--- src/pact_pkg.sv ---
`timescale 1ns / 1ps
// shared types, codes and defaults for the position and profit table
package pact_pkg;

	localparam int DEF_NUM_TRADERS = 16;
	localparam int DEF_NUM_BOOKS   = 16;

	// action codes
	localparam logic [1:0] ACT_FILL  = 2'd0;
	localparam logic [1:0] ACT_MARK  = 2'd1;
	localparam logic [1:0] ACT_QUERY = 2'd2;

	// multiplier run lengths in bits
	localparam logic [6:0] MUL_LEN_WIDE = 7'd64;
	localparam logic [6:0] MUL_LEN_QTY  = 7'd32;

	// one table entry
	typedef struct packed {
		logic        valid;
		logic [63:0] net;
		logic [63:0] avg;
		logic [63:0] pnl;
		logic [63:0] mark;
	} entry_t;

	// control word for the serial multiplier
	typedef struct packed {
		logic       start;
		logic       clr;
		logic       sgn_top;
		logic [6:0] len;
	} mul_ctl_t;

	typedef enum logic [3:0] {
		ST_CLEAR,
		ST_IDLE,
		ST_READ,
		ST_DECIDE,
		ST_MUL1,
		ST_MUL2,
		ST_DIV,
		ST_CMUL,
		ST_WRITE,
		ST_OUT
	} state_t;

endpackage

--- src/pact_div.sv ---
`timescale 1ns / 1ps
// bit-serial restoring divider, signed 128-bit by signed 64-bit, on magnitudes
module pact_div (
	input  logic         clk,
	input  logic         arst_n,
	input  logic         start,
	input  logic [127:0] num,
	input  logic [63:0]  den,
	output logic [63:0]  quot,
	output logic         done
);
	import pact_pkg::*;

	logic         busy_q;
	logic         done_q;
	logic [6:0]   cnt_q;
	logic [127:0] nm_q;
	logic [63:0]  dm_q;
	logic [63:0]  rem_q;
	logic [63:0]  q_q;
	logic         neg_q;
	logic [63:0]  r2;
	logic         ge;

	// remainder is kept to 64 bits, its shifted top bit drops out
	assign r2 = {rem_q[62:0], nm_q[127]};
	assign ge = (r2 >= dm_q);

	always_ff @(posedge clk or negedge arst_n) begin
		if (!arst_n) begin
			busy_q <= 1'b0;
			done_q <= 1'b0;
			cnt_q  <= '0;
		end else begin
			done_q <= 1'b0;
			if (start) begin
				busy_q <= 1'b1;
				cnt_q  <= 7'd127;
			end else if (busy_q) begin
				cnt_q <= cnt_q - 7'd1;
				if (cnt_q == 7'd0) begin
					busy_q <= 1'b0;
					done_q <= 1'b1;
				end
			end
		end
	end

	// one quotient bit a cycle
	always_ff @(posedge clk) begin
		if (start) begin
			nm_q  <= num[127] ? (~num + 128'd1) : num;
			dm_q  <= den[63] ? (~den + 64'd1) : den;
			neg_q <= num[127] ^ den[63];
			rem_q <= '0;
			q_q   <= '0;
		end else if (busy_q) begin
			nm_q  <= {nm_q[126:0], 1'b0};
			rem_q <= ge ? (r2 - dm_q) : r2;
			q_q   <= {q_q[62:0], ge};
		end
	end

	assign quot = neg_q ? (~q_q + 64'd1) : q_q;
	assign done = done_q;
endmodule

--- config.mk ---
export PLATFORM = sky130hd
export DESIGN_NAME = pact_div
export DESIGN_NICKNAME = d
export VERILOG_FILES = /design/src/pact_pkg.sv /design/src/pact_div.sv
export SDC_FILE = /design/constraint.sdc
export NUM_CORES = 1
export LEC_CHECK = 0
export BUFFER_PORTS_ARGS = -buffer_cell sky130_fd_sc_hd__buf_2
export CAP_MARGIN = 10
export CORE_UTILIZATION = 38
export CTS_CLUSTER_SIZE = 10
export DETAILED_ROUTE_END_ITERATION = 10
export PLACE_DENSITY = 0.58
export SETUP_SLACK_MARGIN = 0.1
export SYNTH_ARGS = -nofsm -noshare
export SYNTH_HDL_FRONTEND = slang
export SYNTH_SLANG_ARGS = --single-unit
--- constraint.sdc ---
create_clock -name clk -period 9.9 [get_ports clk]
set_input_delay 0.495 -clock clk [delete_from_list [all_inputs] [get_ports clk]]
set_output_delay 0.495 -clock clk [all_outputs]
set_load 0.01 [all_outputs]
Yosys cells after proc, flatten, opt, wreduce, memory -nomap -nowiden
Index checks and enable logic that the tools add are counted.
{"block": "word_totals", "register_bits": 329, "output_inout_bits": 65, "wordCells": 35}
{"block": "classes", "addsub": 5, "order_cmp": 1, "muxes": 14, "bitwise_logic": 4, "n_reduce_logical": 2}
{"op": "two-way mux 128 bit", "n": 3}
{"op": "adder 128 x 1 -> 128 bit (second input constant)", "n": 1}
{"op": "adder 64 x 1 -> 64 bit (second input constant)", "n": 2}
{"op": "NOT 128 bit", "n": 1}
{"op": "NOT 64 bit", "n": 2}
{"op": "two-way mux 63 bit", "n": 2}
{"op": ">= comparator 64 bit", "n": 1}
{"op": "two-way mux 64 bit", "n": 1}
{"op": "subtractor 63 bit", "n": 1}
{"op": "two-way mux 7 bit", "n": 2}
{"op": "zero test 7 bit", "n": 1}
{"op": "subtractor 7 x 1 -> 7 bit (second input constant)", "n": 1}
{"op": "two-way mux 1 bit", "n": 6}
{"op": "nonzero test 2 bit", "n": 1}
{"op": "XOR 1 bit", "n": 1}

Depth between registers and ports, before layout
{"block": "logic_depth", "ltp_word": 4, "ltp_mapped": 15}

Worst setup path after synthesis
OpenSTA, ideal clock, no wires.
{"block": "synth_path", "path_kind": "input to register", "start": "input port num[14]", "end": "register nm_q[125] (data pin)", "setup_ps": 270, "t_arrival_ps": 4208, "slack_ps": 5422, "stages": 13, "path_buffers": 3, "cell_sequence": "or4_4 -> or3_4 -> or4_4 -> buf_6 -> or4_4 -> buf_6 -> or2_1 -> buf_2 -> or4_1 -> or3_4 -> o41ai_2 -> xor2_1 -> a21oi_1"}
{"block": "synth_via", "elab_chain_len": 4}
{"item": "from (decl)", "line": "pact_div.sv:7", "source": "input logic [127:0] num,"}
{"item": "NOT 128 bit", "line": "pact_div.sv:52", "source": "nm_q <= num[127] ? (~num + 128'd1) : num;"}
{"item": "adder 128 x 1 -> 128 bit", "line": "pact_div.sv:52"}
{"item": "two-way mux 128 bit", "line": "pact_div.sv:52"}
{"item": "two-way mux 128 bit", "line": "pact_div.sv:51", "source": "if (start) begin"}
{"item": "to (signal assigned)", "line": "pact_div.sv:52"}
{"item": "to (signal assigned)", "line": "pact_div.sv:58", "source": "nm_q <= {nm_q[126:0], 1'b0};"}
{"item": "to (decl)", "line": "pact_div.sv:17", "source": "logic [127:0] nm_q;"}
Every way passes these cells.
A chain may end at the register's enable or synchronous reset.

Final worst setup path
{"block": "layout_path", "start": "register nm_q[127]", "end": "register rem_q[59]"}
{"block": "layout_via", "elab_chain_len": 2, "word_cells_on_any_way": 3, "cone_classes": "1 x add/sub; 1 x order compare; 1 x mux"}
{"item": "subtractor 63 bit or >= comparator 64 bit (tied branches)", "line": "pact_div.sv:59, pact_div.sv:27"}
{"item": "two-way mux 63 bit *", "line": "pact_div.sv:59", "source": "rem_q <= ge ? (r2 - dm_q) : r2;"}
{"item": "to (signal assigned)", "line": "pact_div.sv:59"}
{"item": "to (decl)", "line": "pact_div.sv:19", "source": "logic [63:0] rem_q;"}
Mark *: on every way between the ends. The rest lies on a longest branch, timed or not.

==> out/results.txt <==
The met2 track demand over resource in global routing is 0.314. Yosys mapped a number of flops with a built-in enable equal to 193. The first global-routing pass estimated 96500 um of wire. For the worst setup path, the data arrival time is 4990 ps. The share of final-layout standard cells stronger than drive strength 1 works out to 0.142. The number of maximum-capacitance constraint violations came out at 0.

The total area inside the core boundary comes to 0.0579 sq mm. The clock buffer count from CTS was 43. For the pin with the worst max-slew slack, the measured transition is 1130 ps. The fraction of synthesized cell area taken by the top area cell type is 0.260.

The tools report the clock sink count as 329. The kind of path behind the tightest hold check is input pin to flop. For the final routed database, the setup TNS stands at 0 ps. After the first detailed-routing iteration, the DRC count stood at 1291. Power spread over the standard cell area amounts to 141 mW/mm^2.

The maximum number of pins on one net before global-route repair came out at 149. The worst setup path is of the flop to flop kind. No sink is reached through more buffers than the 3 on the longest clock path. The static leakage came out at 10.4 nW. The worst path needs 4570 ps of the cycle, external delays included. After routing the design area is 0.0255 sq mm.

During synthesis, Yosys emitted a total of 0 warnings. The met1 demand-to-capacity share in global routing was 0.265; the final count of hold timing violations was 0. Setup violations remaining at the end of the flow were counted as 0. The flop and latch count out of synthesis was 329; the fraction of registers with async set or reset after synthesis was 0.0274. Type of destination of the critical path: a flop.

edfxtp_1 takes more of the synthesized area than any other cell. The overall routing resource usage is 0.197. At the end of the flow, the number of nets in the layout was 2987. The detailed router placed 19441 vias in this run.

The number of distinct library cell variants in the gate-level netlist after synthesis is 75. The tools report the number of global-route vias before repair as 18394. The first detailed-routing pass took 5 iterations. In this run the remaining antenna-violating nets after routing total 0. Among all flip-flop cells after synthesis, the most frequent one is edfxtp_1. The final clock skew came out at 16.2 ps. The startpoint type of the worst setup path was a flop.

From left edge to right edge, the die measures 244 um. The run gives 2 as the H-tree level count. The met3 routing resource usage after global routing is 0.0404. Once the clock tree was built, the setup fixing pass inserted 0 buffers. The run gives 0.0597 sq mm as the overall die area. Dividing the synthesized area by the synthesized cell count gives 8.74 sq um. By area the synthesized netlist is led by edfxtp_1, dfxtp_1, xnor2_1, xor2_1, nor2_1. The number of vias per cell after detailed routing was 5.52. The global-route layer with the greatest usage was met2.

The tree is rooted in a clkbuf_16. Clock-pin slew was measured on the worst setup and hold paths at 60 ps. After detailed routing, the average wire length per cell comes to 17.1 um. Number of antenna violations at the first check in global routing: 15. At the later pin of the worst-skew pair, clock insertion delay measures 570 ps. The run gives 0 as the count of pins over their slew limit. Static timing analysis puts the maximum clock frequency at 219 MHz. The logs give 0 for the final global-route overflow total and 0.384 for the share of synthesized area occupied by flip-flops and latches. Setup repair after global routing left no endpoint under its margin. Summing every instance area after synthesis gives 0.0223 sq mm.

The run gives 88 as the cell row count. Compared with the post-synthesis result, the final layout area differs by 14.3%. The final wirelength is 60100 um, and the post-synthesis cell count is 2554. Starting density of the core: 0.385.

The final critical-path share of the clock period works out to 0.461. The logs give 0.245 for the relative slew slack and 260 for the number of top-level design ports. The flow ran to the end, and the final reports show no timing, DRC or antenna violations.

Post-CTS repair changed the size of 0 cells. The required time of the worst setup path is 10320 ps, and the peak ir drop on the vdd network is 118 uV. Once detailed placement completed, the half-perimeter wirelength came to 43800 um. The placed instances occupy a cell area of 0.0241 sq mm.

The synthesized net count is 2819. The count of buffers added on input and output ports is 259. The congestion estimate from routability-driven global placement came to 0.936.

The biggest fanout along the worst timing path was 39. The number of design rule violations left after detail routing was 0. TritonCTS built the clock tree. Height of the chip: 244 um.
[metal layers]
metal / share of wire / routed length, um / vias up
met5: 0.0022 / 133 / -
met3: 0.060 / 3580 / 122
met4: 0.026 / 1570 / 22
met1: 0.46 / 27600 / 9171
li1: - / - / 9621
met2: 0.45 / 27300 / 505
[kinds of logic after synthesis]
family / count (synthesis) / share of synthesized area
compound gates: 629 / 0.181
flops: 329 / 0.384
xor+xnor: 299 / 0.117
simple gates: 883 / 0.191
mux: 97 / 0.0450
fa+ha+maj: 70 / 0.0396
buf+inv: 247 / 0.0425
[worst max-delay path, cell delays in order (launching register included)]
cell	delay [ps]
edfxtp_1	340
inv_1	50
ha_1	210
fa_1	410
nor2b_1	170
o31a_1	190
o21ai_1	210
a21o_1	250
a2111oi_0	460
nor4_1	160
nor2_4	660
buf_4	520
nand2_1	330
nor4_1	370
a311oi_1	80
[state kept, by name, summed over array words and instances, names as in the netlist]
register and cells:
nm_q 128, dm_q 64, q_q 64, rem_q 63, cnt_q 7, busy_q 1, done 1, neg_q 1
[area by class of cell]
class	count	area [sq um]
flip-flops and latches	329	8570
well taps	765	957
clock buffers	66	1200
fillers	5745	32400
diodes	2	5.00
inverters	95	357
multi-input cells	1978	12800
repair buffers	275	1440
clock inverters	14	155
[Yosys cell counts (all sizes together) (6+ instances only)]
cell,n
nor2,300
nand2,228
a21oi,224
edfxtp,193
xnor2,165
xor2,134
clkbuf,133
dfxtp,127
o21ai,116
inv,95
o31ai,77
mux2i,70
ha,69
or3,62
or4,52
nand4,42
a311oi,40
nand2b,36
o41ai,36
nor3,33
a21o,30
nand3,29
mux2,27
nor4,26
or2,21
buf,19
o21a,18
o21bai,16
a211oi,13
nor2b,11
o211ai,11
and2,10
a2111oi,9
dfrtp,9
and3,7
and4,7
nand3b,6
[power breakdown]
group / internal, mW / leakage [nW] / switching (mW)
clock network: 0.915 / 0.660 / 0.611
logic: 0.178 / 6.69 / 0.282
registers: 1.57 / 3.06 / 0.0316
total: 2.66 / 10.4 / 0.925
[final timing paths]
kind	end	slack (ps)	startpoint	cells past startpoint
worst min-delay path	dm_q[0]	220	den[0]	1
worst min register to register	rem_q[33]	490	rem_q[33]	2
worst max register to register	rem_q[59]	5330	nm_q[127]	14
max in group asynchronous	busy_q	9340	arst_n	2
worst max-delay path	rem_q[59]	5330	nm_q[127]	14
min in group asynchronous	done	350	arst_n	2
[stage by stage]
step / hold WS [ps] / std cells / worst slack (ps) / power (mW) / util
after floorplan: 199 / 2554 / 5420 / 1.91 / -
after global placement: 360 / 3441 / 4990 / 2.07 / 0.417
after detailed placement: 362 / 3441 / 4960 / 2.08 / 0.417
after CTS: 182 / 3522 / 5350 / 3.64 / 0.440
after global routing: 207 / 3522 / 4930 / 3.75 / 0.440
final: 224 / 3524 / 5330 / 3.58 / 0.440
[cell usage in the layout (no fill, tap or decap), types with 13 or more instances in the layout]
| cell | synthesis | final |
|---|---|---|
| o21a_1 | 18 | 18 |
| buf_2 | 2 | 257 |
| nand3_1 | 29 | 29 |
| nand4_1 | 42 | 42 |
| mux2i_1 | 70 | 70 |
| a311oi_1 | 40 | 40 |
| nor3_1 | 33 | 33 |
| or4_1 | 49 | 49 |
| a21o_1 | 30 | 30 |
| o21bai_1 | 16 | 16 |
| or3_1 | 60 | 60 |
| a211oi_1 | 13 | 13 |
| xnor2_1 | 165 | 165 |
| or2_2 | 19 | 18 |
| a21oi_1 | 224 | 224 |
| clkbuf_16 | 0 | 44 |
| dfxtp_1 | 127 | 127 |
| inv_1 | 95 | 95 |
| nor4_1 | 26 | 26 |
| o41ai_1 | 35 | 35 |
| nand2b_1 | 36 | 36 |
| o31ai_1 | 75 | 75 |
| xor2_1 | 134 | 134 |
| clkbuf_1 | 132 | 20 |
| edfxtp_1 | 193 | 193 |
| nand2_1 | 228 | 228 |
| buf_4 | 1 | 15 |
| mux2_2 | 27 | 27 |
| o21ai_0 | 112 | 112 |
| nor2_1 | 300 | 299 |
| ha_1 | 69 | 69 |
[timing repair]
| action | in CTS | in global routing |
|---|---|---|
| endpoints found under the hold margin | 9 | 0 |
| endpoints found under the setup margin | 0 | 0 |
| hold buffers | 1 | 0 |
(Power assumes the default switching activity.)
